[config.mk]
export PLATFORM = sky130hd
export DESIGN_NAME = tbp_ram
export DESIGN_NICKNAME = d
export VERILOG_FILES = /design/src/hw/rtl/tournament_branch_predictor_macros.svh /design/src/hw/rtl/tbp_ram.sv
export SDC_FILE = /design/constraint.sdc
export NUM_CORES = 2
export LEC_CHECK = 0
export BUFFER_PORTS_ARGS = -buffer_cell sky130_fd_sc_hd__buf_2
export CORE_ASPECT_RATIO = 2
export CORE_MARGIN = 4
export CORE_UTILIZATION = 40
export CTS_CLUSTER_SIZE = 40
export DETAILED_ROUTE_END_ITERATION = 6
export PLACE_DENSITY = 0.58
export SYNTH_ARGS = -nofsm -noshare
export SYNTH_HDL_FRONTEND = slang
export SYNTH_SLANG_ARGS = --single-unit
[constraint.sdc]
create_clock -name i_clk -period 3.05 [get_ports i_clk]
set_clock_uncertainty 0.2 [all_clocks]
set_input_delay 0.1525 -clock i_clk [delete_from_list [all_inputs] [get_ports i_clk]]
set_output_delay 0.1525 -clock i_clk [all_outputs]
set_load 0.01 [all_outputs]
[src/hw/rtl/tournament_branch_predictor_macros.svh]
// ----------------------------------------------------------------------------
// Tournament branch predictor assertion macros
// Clocked assertion helpers; compiled out when ASSERT_OFF is set.
// ----------------------------------------------------------------------------
`ifndef TOURNAMENT_BRANCH_PREDICTOR_MACROS_SVH
`define TOURNAMENT_BRANCH_PREDICTOR_MACROS_SVH
`ifndef ASSERT_OFF
`define TBP_ASSERT_NEVER(label, cond, msg) \
    label: assert property (@(posedge i_clk) disable iff (!i_rst_n) !(cond)) \
        else $error(msg);
`define TBP_ASSERT_IMPLY(label, ante, cons, msg) \
    label: assert property (@(posedge i_clk) disable iff (!i_rst_n) \
        (ante) |-> (cons)) else $error(msg);
`define TBP_ASSERT_NEXT(label, ante, cons, msg) \
    label: assert property (@(posedge i_clk) disable iff (!i_rst_n) \
        (ante) |=> (cons)) else $error(msg);
`else
`define TBP_ASSERT_NEVER(label, cond, msg)
`define TBP_ASSERT_IMPLY(label, ante, cons, msg)
`define TBP_ASSERT_NEXT(label, ante, cons, msg)
`endif
`endif

[src/hw/rtl/tbp_ram.sv]
// ----------------------------------------------------------------------------
// tbp_ram
// Simple dual-port RAM, one write and one registered read (read-old).
// ----------------------------------------------------------------------------
module tbp_ram #(
    parameter int unsigned WIDTH = 2,
    parameter int unsigned DEPTH = 1024
) (
    input  logic                     i_clk,
    input  logic                     i_we,
    input  logic [$clog2(DEPTH)-1:0] i_waddr,
    input  logic [WIDTH-1:0]         i_wdata,
    input  logic [$clog2(DEPTH)-1:0] i_raddr,
    output logic [WIDTH-1:0]         o_rdata
);
    logic [WIDTH-1:0] r_mem [DEPTH];
    logic [WIDTH-1:0] r_rdata;

    always_ff @(posedge i_clk) begin
        if (i_we) begin
            r_mem[i_waddr] <= i_wdata;
        end
        r_rdata <= r_mem[i_raddr];
    end

    assign o_rdata = r_rdata;
endmodule

# Word-level counts from Yosys, hierarchy flattened
# Memories as Yosys holds them, arrays and structs flattened. A register that Yosys moved wholly into a read port is not among the register bits.
# Index checks and enable logic that the tools add are counted.
# totals
rom_bits	0
ram_bits	2048
n_memories	1
inputBits	24
latch_bits	0
output_inout_bits	2
register_bits	0
wordCells	3
# memory_table
name	words	word_bits	rd	rd_clocked_by_memory_dff	wr	line	rtl
r_mem	1024	2	1	1	1	tbp_ram.sv:16	logic [WIDTH-1:0] r_mem [DEPTH];
# op_classes
muxes	2
n_reduce_logical	0
shift	0
n_mul	0
n_lt_le_gt_ge	0
add_sub_neg	0
bitwise_logic	0
eq_ne	0
div	0
# op_table
op	n
2-to-1 mux 1 bit	2

# Logic depth before layout (Yosys ltp)
# depth
word_depth	2
ltp_mapped	15
ltp_nobuf	8

# Least setup slack after synthesis
# Ideal clock, no wire load.
# synth_timing
kind	input-to-reg
startpoint	in i_raddr[0]
endpoint	reg r_rdata[1] (netlist: o_rdata[1]) (read register of r_mem)
path_buffers	5
setup_time_ns	0.140
required_time_ns	2.710
path_slack_ns	0.336
t_arrival_ns	2.375
stages	12
path_cell_list	buf_6 -> buf_12 -> buf_8 -> buf_6 -> buf_6 -> mux4_2 -> a221oi_1 -> o21ai_0 -> nor3_1 -> o31ai_1 -> o31ai_1 -> nand4_1
# synth_rtl
element	line	rtl
start: declaration	tbp_ram.sv:13	input logic [$clog2(DEPTH)-1:0] i_raddr,
end: declaration	tbp_ram.sv:17	logic [WIDTH-1:0] r_rdata;

==> results.json <==
{
  "multiInputGateArea_um2": 20600,
  "synth_top_family_by_area": "multiplexers",
  "cp_max_fo": 6,
  "synthMuxAreaShare_pct": 14.7,
  "root_buffer": "clkbuf_16",
  "ys_types": 66,
  "routed_via_density": 5.90,
  "post-route-util_pct": 46.2,
  "worst_setup_path_start_kind": "primary input",
  "nFillCells": 17900,
  "ys_ff_latch": 2050,
  "violations": "setup timing",
  "syn_area_um2": 83800,
  "crit_family": "buffers and inverters",
  "grt_pass1_wl_um": 358000,
  "numCtsBuffers": 175,
  "cp-end-kind": "register",
  "leakage_nw": 29.6,
  "core_area_um2": 208000,
  "overflow": 0,
  "post-route-drc-count": 0,
  "final_cell_mix": "edfxtp_1, nor2_1, mux4_2",
  "max-slew-margin-rel_pct": 25.2,
  "outcome": "complete, but fails checks",
  "port-buffer-count": 25,
  "total_power_mw": 57.3,
  "path_clk_slew_ps": 80,
  "min-delay-path-class": "in2reg",
  "insertion_delay_ps": 840,
  "antenna_found_initial": 17,
  "drt_first_pass_iters": 5,
  "worst_pin_slew_ps": 1120,
  "path_buf_inv": 5,
  "synth-edff-count": 2048,
  "synthSimpleGateAreaFrac_pct": 6.40,
  "wl_per_cell_um": 31.9,
  "ios": 26,
  "finalSetupViolations": 1,
  "grtUsageTotal_pct": 23.0,
  "synthAdderAreaFrac_pct": 0,
  "hold_viol": 0,
  "crit_arrival_ps": 3580,
  "rsz0062_at_grt": "yes",
  "synthXorXnorAreaFrac_pct": 0,
  "path_cells": "dlygate4sd3_1, buf_2, nor4b_1, buf_4, nand2_1, buf_4, a211oi_1, a211oi_1, dlygate4sd3_1, o211ai_1, or3_1, nand4_1",
  "grt_pass1_vias": 49600,
  "path_class": "in2reg",
  "num_vias": 47000,
  "drtIter0Drc": 4976,
  "worstPathRequired_ps": 3560,
  "synth_compound_gate_area_share_pct": 2.98,
  "period_needed_ps": 3070,
  "synth_ff_type": "edfxtp_1",
  "start_util_pct": 40.2,
  "syn_area_per_cell_um2": 17.5,
  "cts.sinks": 2050,
  "setup_tns_ps": -24.1,
  "nets": 5097,
  "slew_viol_final": 0,
  "die_area_um2": 217000,
  "power_density_nw_per_um2": 595,
  "cts_tree": "yes",
  "fin_crit_sh_pct": 101,
  "fp.dieH_um": 655,
  "htree_levels": 4,
  "place_inst": 7623,
  "slowest_delay_ps": 890,
  "routabilityCongestion": 0.863,
  "area_growth_pct": 14.9,
  "syn-num-nets": 4817,
  "clockBufferDepth": 4,
  "async_flop_share_pct": 0,
  "max-cap-violations": 0,
  "die_x_um": 332,
  "worst_slack_ps": -24.1,
  "critPathSlowestCell": "nor4b_1",
  "dpl.hpwl_um": 157000,
  "rows": 237,
  "syn_inst": 4793,
  "final-seq-area_um2": 61500,
  "ys_warn_count": 0,
  "ys_seq_area_share_pct": 73.5,
  "layout-drive-gt1-share_pct": 23.9,
  "grt_start_max_net_pins": 183,
  "drt_wl_total_um": 254000,
  "irDropWorstVdd_mv": 0.542,
  "max_freq_ghz": 0.325,
  "final_cells": 7962,
  "antenna_left": 0,
  "final_common_cell": "edfxtp_1"
}
-- synth_stat cells (28+ instances only) --
library cell	number	share of area [%]
edfxtp_1	2048	73
a22oi_1	45	0.40
o21ai_0	36	0.22
buf_6	33	0.44
nand3_1	39	0.23
mux2i_1	205	2.4
clkbuf_1	239	1.1
nand2_1	96	0.43
buf_1	54	0.24
o221ai_1	82	0.86
a21oi_1	70	0.42
buf_4	28	0.25
nor2_1	1054	4.7
mux4_2	449	12
nor3_1	45	0.27
o22ai_1	45	0.34
-- flip-flops by register name (all words and copies together) (netlist names) --
register and cells:
o_rdata 2, r_mem 2048
-- per-stage QoR --
step	hold slack, ps	worst slack (ps)	cell area (um^2)
after floorplan	51.4	336	83800
after global placement	393	-1750	90300
after detailed placement	398	-1700	90300
after CTS	97.3	17.9	96200
after global routing	103	-12.9	96200
final	89.1	-24.1	96200
-- path summary, 6_finish.rpt --
check | startpoint | end | slack [ps] | cells after the start
setup / recovery | i_raddr[7] | o_rdata[0] | -20 | 12
hold / removal | i_raddr[9] | o_rdata[0] | 90 | 6
hold reg to reg | r_mem[42][1] | o_rdata[1] | 1030 | 9
setup reg to reg | r_mem[137][0] | o_rdata[0] | 10 | 10
-- where the power goes --
part | total, mW | switching, mW | internal (mW) | leakage [nW]
Sequential | 31.0 | 0.0187 | 31.0 | 18.4
Clock | 22.8 | 10.1 | 12.6 | 2.74
Combinational | 3.49 | 2.16 | 1.33 | 8.44
Total | 57.3 | 12.3 | 44.9 | 29.6
-- worst register-to-register path, stage by stage, from the launching register on --
cell and delay (ps):
edfxtp_1 390, mux4_2 490, a22o_1 280, a221oi_1 310, o22ai_1 200, nor3_1 330
buf_4 220, nor3_1 60, buf_4 160, o311ai_0 130, nand4_1 140
-- kinds of logic after synthesis --
family,count (synthesis)
flip-flops,2050
AO/OA/AOI/OAI,353
multiplexers,664
AND/OR/NAND/NOR,1324
buffers and inverters,402
-- cell type report --
cell class / count / area share, %
repair buffers: 499 / 5.15
multi-input cells: 2341 / 21.4
clock buffers: 209 / 4.78
well taps: 2748 / 3.57
flip-flops and latches: 2050 / 64.0
inverters: 6 / 0.0273
diodes: 8 / 0.0208
clock inverters: 101 / 1.11
-- metal layers --
layer	routed length, um	track usage (%)	part of all wire (%)	vias up
li1	-	-	-	19400
met1	84900	25.4	33	25000
met2	138000	43.0	54	1984
met3	15600	2.91	6.1	558
met4	15900	12.2	6.3	6
met5	37	0	0.015	-
-- repair_timing --
item,in CTS,in global routing
setup buffers,1,0
hold endpoints to repair,1171,0
resized for setup,9,3
hold buffers,21,0
pin swaps,2,4
setup endpoints to repair,2,2
No activity file was read; power rests on OpenSTA's default activity.
