<file path="config.mk">
export PLATFORM = sky130hd
export DESIGN_NAME = tbp_out_queue_flat
export DESIGN_NICKNAME = d
export VERILOG_FILES = /design/src/hw/rtl/tournament_branch_predictor_macros.svh /design/src/hw/rtl/tbp_pkg.sv /design/src/hw/rtl/tbp_out_if.sv /design/src/hw/rtl/tbp_out_queue.sv /design/src/flat_wrapper.sv
export SDC_FILE = /design/constraint.sdc
export NUM_CORES = 1
export LEC_CHECK = 0
export ABC_CLOCK_PERIOD_IN_PS = 5000
export BUFFER_PORTS_ARGS = -buffer_cell sky130_fd_sc_hd__buf_2
export CAP_MARGIN = 20
export CORE_ASPECT_RATIO = 1.4
export CORE_MARGIN = 2
export CORE_UTILIZATION = 55
export CTS_BUF_LIST = sky130_fd_sc_hd__clkbuf_4 sky130_fd_sc_hd__clkbuf_8
export DETAILED_ROUTE_END_ITERATION = 10
export PLACE_DENSITY = 0.89
export RECOVER_POWER = 25
export SYNTH_ARGS = -nofsm -noshare
export SYNTH_HDL_FRONTEND = slang
export SYNTH_SLANG_ARGS = --single-unit
</file>
<file path="constraint.sdc">
create_clock -name i_clk -period 5 [get_ports i_clk]
set_clock_uncertainty 0.15 [all_clocks]
set_input_delay 0.75 -clock i_clk [delete_from_list [all_inputs] [get_ports i_clk]]
set_output_delay 0.75 -clock i_clk [all_outputs]
set_load 0.01 [all_outputs]
</file>
<file path="src/hw/rtl/tournament_branch_predictor_macros.svh">
// ----------------------------------------------------------------------------
// Tournament branch predictor assertion macros
// Clocked assertion helpers; compiled out when ASSERT_OFF is set.
// ----------------------------------------------------------------------------
`ifndef TOURNAMENT_BRANCH_PREDICTOR_MACROS_SVH
`define TOURNAMENT_BRANCH_PREDICTOR_MACROS_SVH
`ifndef ASSERT_OFF
`define TBP_ASSERT_NEVER(label, cond, msg) \
    label: assert property (@(posedge i_clk) disable iff (!i_rst_n) !(cond)) \
        else $error(msg);
`define TBP_ASSERT_IMPLY(label, ante, cons, msg) \
    label: assert property (@(posedge i_clk) disable iff (!i_rst_n) \
        (ante) |-> (cons)) else $error(msg);
`define TBP_ASSERT_NEXT(label, ante, cons, msg) \
    label: assert property (@(posedge i_clk) disable iff (!i_rst_n) \
        (ante) |=> (cons)) else $error(msg);
`else
`define TBP_ASSERT_NEVER(label, cond, msg)
`define TBP_ASSERT_IMPLY(label, ante, cons, msg)
`define TBP_ASSERT_NEXT(label, ante, cons, msg)
`endif
`endif

</file>
<file path="src/hw/rtl/tbp_pkg.sv">
// ----------------------------------------------------------------------------
// tbp_pkg
// Shared types, constants and counter helper for the tournament predictor.
// ----------------------------------------------------------------------------
package tbp_pkg;

    localparam int unsigned ADDR_W   = 32;
    localparam int unsigned ADDR_LSB = 2;
    localparam int unsigned TOTAL_W  = 32;

    typedef logic [1:0] t_ctr;

    localparam t_ctr CTR_MIN   = 2'd0;
    localparam t_ctr CTR_MAX   = 2'd3;
    localparam t_ctr CTR_RESET = 2'd2;   // weakly taken
    localparam t_ctr CHO_RESET = 2'd1;   // weakly bimodal

    localparam logic [1:0] MODE_BIMODAL = 2'd0;
    localparam logic [1:0] MODE_GSHARE  = 2'd1;
    localparam logic [1:0] MODE_HYBRID  = 2'd2;

    localparam int unsigned OUTQ_DEPTH = 4;
    localparam int unsigned OUTQ_PTR_W = $clog2(OUTQ_DEPTH);
    localparam int unsigned OUTQ_CNT_W = $clog2(OUTQ_DEPTH + 1);

    typedef struct packed {
        logic               predicted_taken;
        logic               mispredicted;
        logic               used_gshare;
        logic [TOTAL_W-1:0] mispredict_total;
    } t_result;

    // 2-bit saturating counter step
    function automatic t_ctr ctr_train(t_ctr c, logic up);
        t_ctr r;
        r = c;
        if (up) begin
            if (c != CTR_MAX) r = c + 2'd1;
        end else begin
            if (c != CTR_MIN) r = c - 2'd1;
        end
        return r;
    endfunction

endpackage

</file>
<file path="src/hw/rtl/tbp_out_if.sv">
// ----------------------------------------------------------------------------
// tbp_out_if
// Prediction result channel: valid/ready with prediction and miss count.
// ----------------------------------------------------------------------------
interface tbp_out_if;
    import tbp_pkg::*;

    logic               valid;
    logic               ready;
    logic               predicted_taken;
    logic               mispredicted;
    logic               used_gshare;
    logic [TOTAL_W-1:0] mispredict_total;

    modport source (output valid, output predicted_taken, output mispredicted,
                    output used_gshare, output mispredict_total, input ready);
    modport sink   (input valid, input predicted_taken, input mispredicted,
                    input used_gshare, input mispredict_total, output ready);
endinterface

</file>
<file path="src/hw/rtl/tbp_out_queue.sv">
// ----------------------------------------------------------------------------
// tbp_out_queue
// Small result FIFO decoupling the predictor pipe from the result sink.
// ----------------------------------------------------------------------------
module tbp_out_queue (
    input  logic                      i_clk,
    input  logic                      i_rst_n,
    input  logic                      i_push,
    input  tbp_pkg::t_result          i_word,
    output logic [tbp_pkg::OUTQ_CNT_W-1:0] o_count,
    tbp_out_if.source                 o_res
);
    import tbp_pkg::*;

    t_result                r_entry [OUTQ_DEPTH];
    logic [OUTQ_PTR_W-1:0]  r_wptr;
    logic [OUTQ_PTR_W-1:0]  r_rptr;
    logic [OUTQ_CNT_W-1:0]  r_count;
    logic [OUTQ_CNT_W-1:0]  n_count;
    logic                   pop;
    t_result                head;

    assign pop  = o_res.valid && o_res.ready;
    assign head = r_entry[r_rptr];

    always_comb begin
        n_count = r_count;
        if (i_push && !pop) n_count = r_count + OUTQ_CNT_W'(1);
        if (!i_push && pop) n_count = r_count - OUTQ_CNT_W'(1);
    end

    always_ff @(posedge i_clk) begin
        if (!i_rst_n) begin
            r_wptr  <= '0;
            r_rptr  <= '0;
            r_count <= '0;
        end else begin
            if (i_push) r_wptr <= r_wptr + OUTQ_PTR_W'(1);
            if (pop)    r_rptr <= r_rptr + OUTQ_PTR_W'(1);
            r_count <= n_count;
        end
    end

    always_ff @(posedge i_clk) begin
        if (i_push) begin
            r_entry[r_wptr] <= i_word;
        end
    end

    assign o_count                = r_count;
    assign o_res.valid            = (r_count != '0);
    assign o_res.predicted_taken  = head.predicted_taken;
    assign o_res.mispredicted     = head.mispredicted;
    assign o_res.used_gshare      = head.used_gshare;
    assign o_res.mispredict_total = head.mispredict_total;
endmodule

</file>
<file path="src/flat_wrapper.sv">
// flat-port wrapper written by rule: the top's interface ports become plain ports
module tbp_out_queue_flat import tbp_pkg::*;
  (i_clk, i_rst_n, i_push, i_word, o_count, o_res_valid, o_res_predicted_taken, o_res_mispredicted, o_res_used_gshare, o_res_mispredict_total, o_res_ready);
  tbp_out_if o_res_i ();
  input  logic i_clk;
  input  logic i_rst_n;
  input  logic i_push;
  input  tbp_pkg::t_result i_word;
  output logic [tbp_pkg::OUTQ_CNT_W-1:0] o_count;
  output wire logic [$bits(o_res_i.valid)-1:0] o_res_valid;
  output wire logic [$bits(o_res_i.predicted_taken)-1:0] o_res_predicted_taken;
  output wire logic [$bits(o_res_i.mispredicted)-1:0] o_res_mispredicted;
  output wire logic [$bits(o_res_i.used_gshare)-1:0] o_res_used_gshare;
  output wire logic [$bits(o_res_i.mispredict_total)-1:0] o_res_mispredict_total;
  input wire logic [$bits(o_res_i.ready)-1:0] o_res_ready;
  assign o_res_valid = o_res_i.valid;
  assign o_res_predicted_taken = o_res_i.predicted_taken;
  assign o_res_mispredicted = o_res_i.mispredicted;
  assign o_res_used_gshare = o_res_i.used_gshare;
  assign o_res_mispredict_total = o_res_i.mispredict_total;
  assign o_res_i.ready = o_res_ready;
  tbp_out_queue u_core (.i_clk(i_clk), .i_rst_n(i_rst_n), .i_push(i_push), .i_word(i_word), .o_count(o_count), .o_res(o_res_i));
endmodule
</file>
# Word-level counts from Yosys, hierarchy flattened
# Memories as Yosys holds them, arrays and structs flattened. A register that Yosys moved wholly into a read port is not among the register bits.
# Cells that the tools add are included.
[totals]
input_bits = 39
n_memories = 1
output_inout_bits = 39
mem_bits_rw = 140
regBits = 7
[classes]
addsub = 4
n_reduce_logical = 7
n_mux = 6
[memory_table]
columns = ["memory", "depth", "width", "rd", "rd_clocked_by_memory_dff", "wr", "line", "source"]
rows = [
  ["u_core.r_entry", 4, 35, 1, 1, 1, "tbp_out_queue.sv:15", "t_result r_entry [OUTQ_DEPTH];"],
]
[ops]
columns = ["operator", "n"]
rows = [
  ["two-way mux 3 bit", 2],
  ["adder 2 x 1 -> 2 bit (second input constant)", 2],
  ["two-way mux 2 bit", 2],
  ["adder 3 x 1 -> 3 bit (second input constant)", 1],
  ["logical AND 1 bit", 3],
  ["nonzero test 3 bit", 1],
  ["subtractor 3 x 1 -> 3 bit (second input constant)", 1],
  ["zero test 1 bit", 2],
  ["two-way mux 1 bit", 2],
  ["nonzero test 2 bit", 1],
]

# Longest topological paths before layout
[logic_depth]
ltp_word = 6
mapped_depth = 7

# Worst setup path after synthesis
# Ideal clock, no wire load.
[synth_timing]
path_type = "input -> register"
startpoint = "input o_res_ready"
endpoint = "register u_core.r_count[2], in the netlist u_core.o_count[2]"
arrival_ps = 2061
path_stages = 7
path_buffers = 0
slack_ps = 2713
cell_sequence = "o31a_1 -> ha_1 -> inv_1 -> fa_1 -> xor2_1 -> or3_1 -> a21boi_0"
[synth_between]
elab_chain_cells = 4
elab_cells_between_ends = 6
cone_classes = "mux (1); reduce/logical (5)"
[synth_rtl]
columns = ["element", "line", "source"]
rows = [
  ["from (decl)", "flat_wrapper.sv:15", "input wire logic [$bits(o_res_i.ready)-1:0] o_res_ready;"],
  ["logical AND 1 bit *", "tbp_out_queue.sv:23", "assign pop = o_res.valid && o_res.ready;"],
  ["zero test 1 bit", "tbp_out_queue.sv:28", "if (i_push && !pop) n_count = r_count + OUTQ_CNT_W'(1);"],
  ["logical AND 1 bit", "tbp_out_queue.sv:28", ""],
  ["nonzero test 2 bit (no line)", "--", ""],
  ["to (signal assigned)", "tbp_out_queue.sv:40", "r_count <= n_count;"],
  ["to (decl)", "tbp_out_queue.sv:18", "logic [OUTQ_CNT_W-1:0] r_count;"],
]
# Mark *: on every way between the ends. The rest lies on a longest branch, timed or not.
# A chain may end at the register's enable or synchronous reset.

==> impl_metrics.env <==
export IMPL_overflow=0
export IMPL_top_layer_used="met4"
export IMPL_place_port_buffers=77
export IMPL_core_area_um2=9900
export IMPL_fin_crit_ns=3.29
export IMPL_hold_slack_ns=0.383
export IMPL_crit_fanout=19
export IMPL_antenna_found_initial=1
export IMPL_fin_nets=363
export IMPL_synth_warnings=0
export IMPL_grt_pass1_wl_um=13000
export IMPL_final_cell_mix="edfxtp_1, buf_2, mux4_2"
export IMPL_postSynthCellCount=229
export IMPL_rows=43
export IMPL_syn_avg_cell_area_um2=24.3
export IMPL_hold_violations=0
export IMPL_start_util_pct=56.2
export IMPL_netlist_area_leader_share_pct=75.6
export IMPL_post_cts_repair_setup_buffers=0
export IMPL_reg2reg_slack_ns=2.90
export IMPL_worstHoldEndpoint="u_core.r_entry[2][3]"
export IMPL_worstHoldStart="i_word[3]"
export IMPL_wl_met1_um=3530
export IMPL_switching_share_pct=24.8
export IMPL_synthesis_nets=274
export IMPL_p_sw_uw=747
export IMPL_ys_seq_area_share_pct=78.8
export IMPL_cpPeakStageDelay_ns=0.77
export IMPL_via_per_inst=5.35
export IMPL_clock_sinks=149
export IMPL_start_kind="register"
export IMPL_n_fill_cell=706
export IMPL_tritoncts="done"
export IMPL_crit_chain="buf_4, mux4_1, buf_2"
export IMPL_mostFrequentLayoutCell="edfxtp_1"
export IMPL_crit_slowest_cell="dfxtp_2"
export IMPL_crit_type="register to primary output"
export IMPL_relSlewSlack_pct=36.3
export IMPL_seq_power_share_pct=50.3
export IMPL_min_path_cells=1
export IMPL_drive_above_1_share_pct=36.6
export IMPL_clkTransAtPathRegs_ns=0.08
export IMPL_cts_max_path_buffers=2
export IMPL_worst_path_buf_inv=2
export IMPL_track_usage_pct=17.0
export IMPL_cts_root_buf="clkbuf_8"
export IMPL_finalNonFillerCells=467
export IMPL_drv_cap=0
export IMPL_pin_count=78
export IMPL_vias=2499
export IMPL_syn_cell_area_um2=5560
export IMPL_drt_wl_total_um=8790
export IMPL_die_x_um=89.0
export IMPL_dr_wl_met3_um=420
export IMPL_dr_pass1_iters=4
export IMPL_multi_input_area_um2=1070
export IMPL_grt_pass1_vias=2521
export IMPL_clock_latency_ns=0.43
export IMPL_die_height_um=123
export IMPL_cp_top_family="flip-flops"
export IMPL_detail_route_antenna_nets=0
export IMPL_worstMarginPinSlew_ns=0.955
export IMPL_cts_resized_gates=0
export IMPL_powerDensity_nw_per_um2=467
export IMPL_final_max_slew_viol_count=0
export IMPL_dpl_hpwl_um=5250
export IMPL_dp_cells=434
export IMPL_numCtsBuffers=17
export IMPL_gp_congestion=0.669
export IMPL_synth_seq_cells=149
export IMPL_setup_tns_ns=0
export IMPL_post_route_period_util_pct=65.8
export IMPL_yosys_top_cells_area="edfxtp_1, mux4_2, dfxtp_1"
export IMPL_layout_area_seq_um2=4390
export IMPL_hold_path_class="input port to register"
export IMPL_die_area_um2=10900
export IMPL_reg2reg_to="u_core.o_count[2]"
export IMPL_p_leak_uw=0.00214
export IMPL_cp_data_required_time_ns=4.10
export IMPL_cp_arrival_ns=2.39
export IMPL_end_kind="primary output"
export IMPL_area_growth_pct=16.0
export IMPL_p_int_uw=2260
export IMPL_drt_iter0_markers=166
export IMPL_fmax_ghz=0.304
export IMPL_grt_start_max_net_pins=36
export IMPL_wl_per_cell_um=18.8
export IMPL_rr_worst_depth=7
export IMPL_vdd_drop_max_mv=0.261
export IMPL_r2r_start="u_core.o_count[0]"
export IMPL_power_frac_comb_pct=16.5
export IMPL_rsz0062_at_grt="no"
export IMPL_cts_max_level=4
export IMPL_power_frac_clock_pct=33.2
export IMPL_synthDistinctLibCells=22
export IMPL_yosysTopAreaCell="edfxtp_1"
export IMPL_route_detailed_drc=0
export IMPL_status="finished, final reports clean"
export IMPL_dr_wl_met2_um=4700
export IMPL_setup_viol=0
export IMPL_ctsHoldBuffers=0
-- power by group through the flow --
stage / Combinational, uW / Sequential (uW) / Clock (uW)
after floorplan: 411 / 1500 / 0
after global placement: 498 / 1540 / 0
after detailed placement: 509 / 1550 / 0
after CTS: 512 / 1520 / 1020
after global routing: 548 / 1530 / 1070
final: 497 / 1510 / 1000
-- worst max-delay path by stage --
stage,end,cells past startpoint
after floorplan,u_core.o_count[2],7
after global placement,o_res_predicted_taken,3
after detailed placement,o_res_predicted_taken,3
after CTS,o_res_predicted_taken,3
after global routing,o_res_predicted_taken,3
final,o_res_predicted_taken,3
-- Yosys cell counts (all sizes together) --
cell type  count
o311ai         1
mux2i          1
clkbuf         1
xor2           2
and2           8
nand2          1
or3            2
edfxtp       140
mux4          35
buf            7
dfxtp          9
a21boi         1
xnor2          3
fa             1
inv            6
ha             5
o21ai          2
o31a           1
nor2b          3
-- per-stage QoR --
| step | cell area [um^2] | util [%] | worst slack (ns) | total power (uW) |
|---|---|---|---|---|
| after global routing | 6450 | 65.1 | 1.51 | 3140 |
| after global placement | 6040 | 61.0 | 2.11 | 2040 |
| after CTS | 6480 | 65.4 | 1.62 | 3050 |
| after detailed placement | 6040 | 61.0 | 2.12 | 2060 |
| after floorplan | 5560 | - | 2.71 | 1910 |
| final | 6450 | 65.1 | 1.71 | 3010 |
-- flip-flops by register name (all words and copies together) (netlist names), named ones only --
signal and cells:
u_core.r_entry 140, u_core.o_count 3, u_core.r_rptr 2, u_core.r_wptr 2
-- metal layers --
metal	vias up	global-route usage, %
met3	13	4.74
met4	0	7.46
li1	1131	-
met5	-	0
met2	76	27.7
met1	1279	21.4
-- cell families (layout without fill, tap and decap cells) --
family,after synthesis,in the layout,share of synthesized area (%)
flip-flops,149,149,78.8
AND/OR/NAND/NOR,14,14,1.53
buffers and inverters,14,116,2.05
other,0,1,0
AO/OA/AOI/OAI,5,5,0.630
adder cells (fa/ha/maj),6,6,1.48
multiplexers,36,36,14.7
XOR/XNOR,5,5,0.788
-- layout make-up --
cell class / instances / share of cell area (%)
Sequential cell: 149 / 68.0
Clock buffer: 18 / 3.74
Inverter: 6 / 0.349
Clock inverter: 14 / 3.03
Tap cell: 135 / 2.62
Multi-Input combinational cell: 66 / 16.6
Timing Repair Buffer: 78 / 5.63
Antenna cell: 1 / 0.0388
Note: power is estimated with default switching activity, not from simulation.
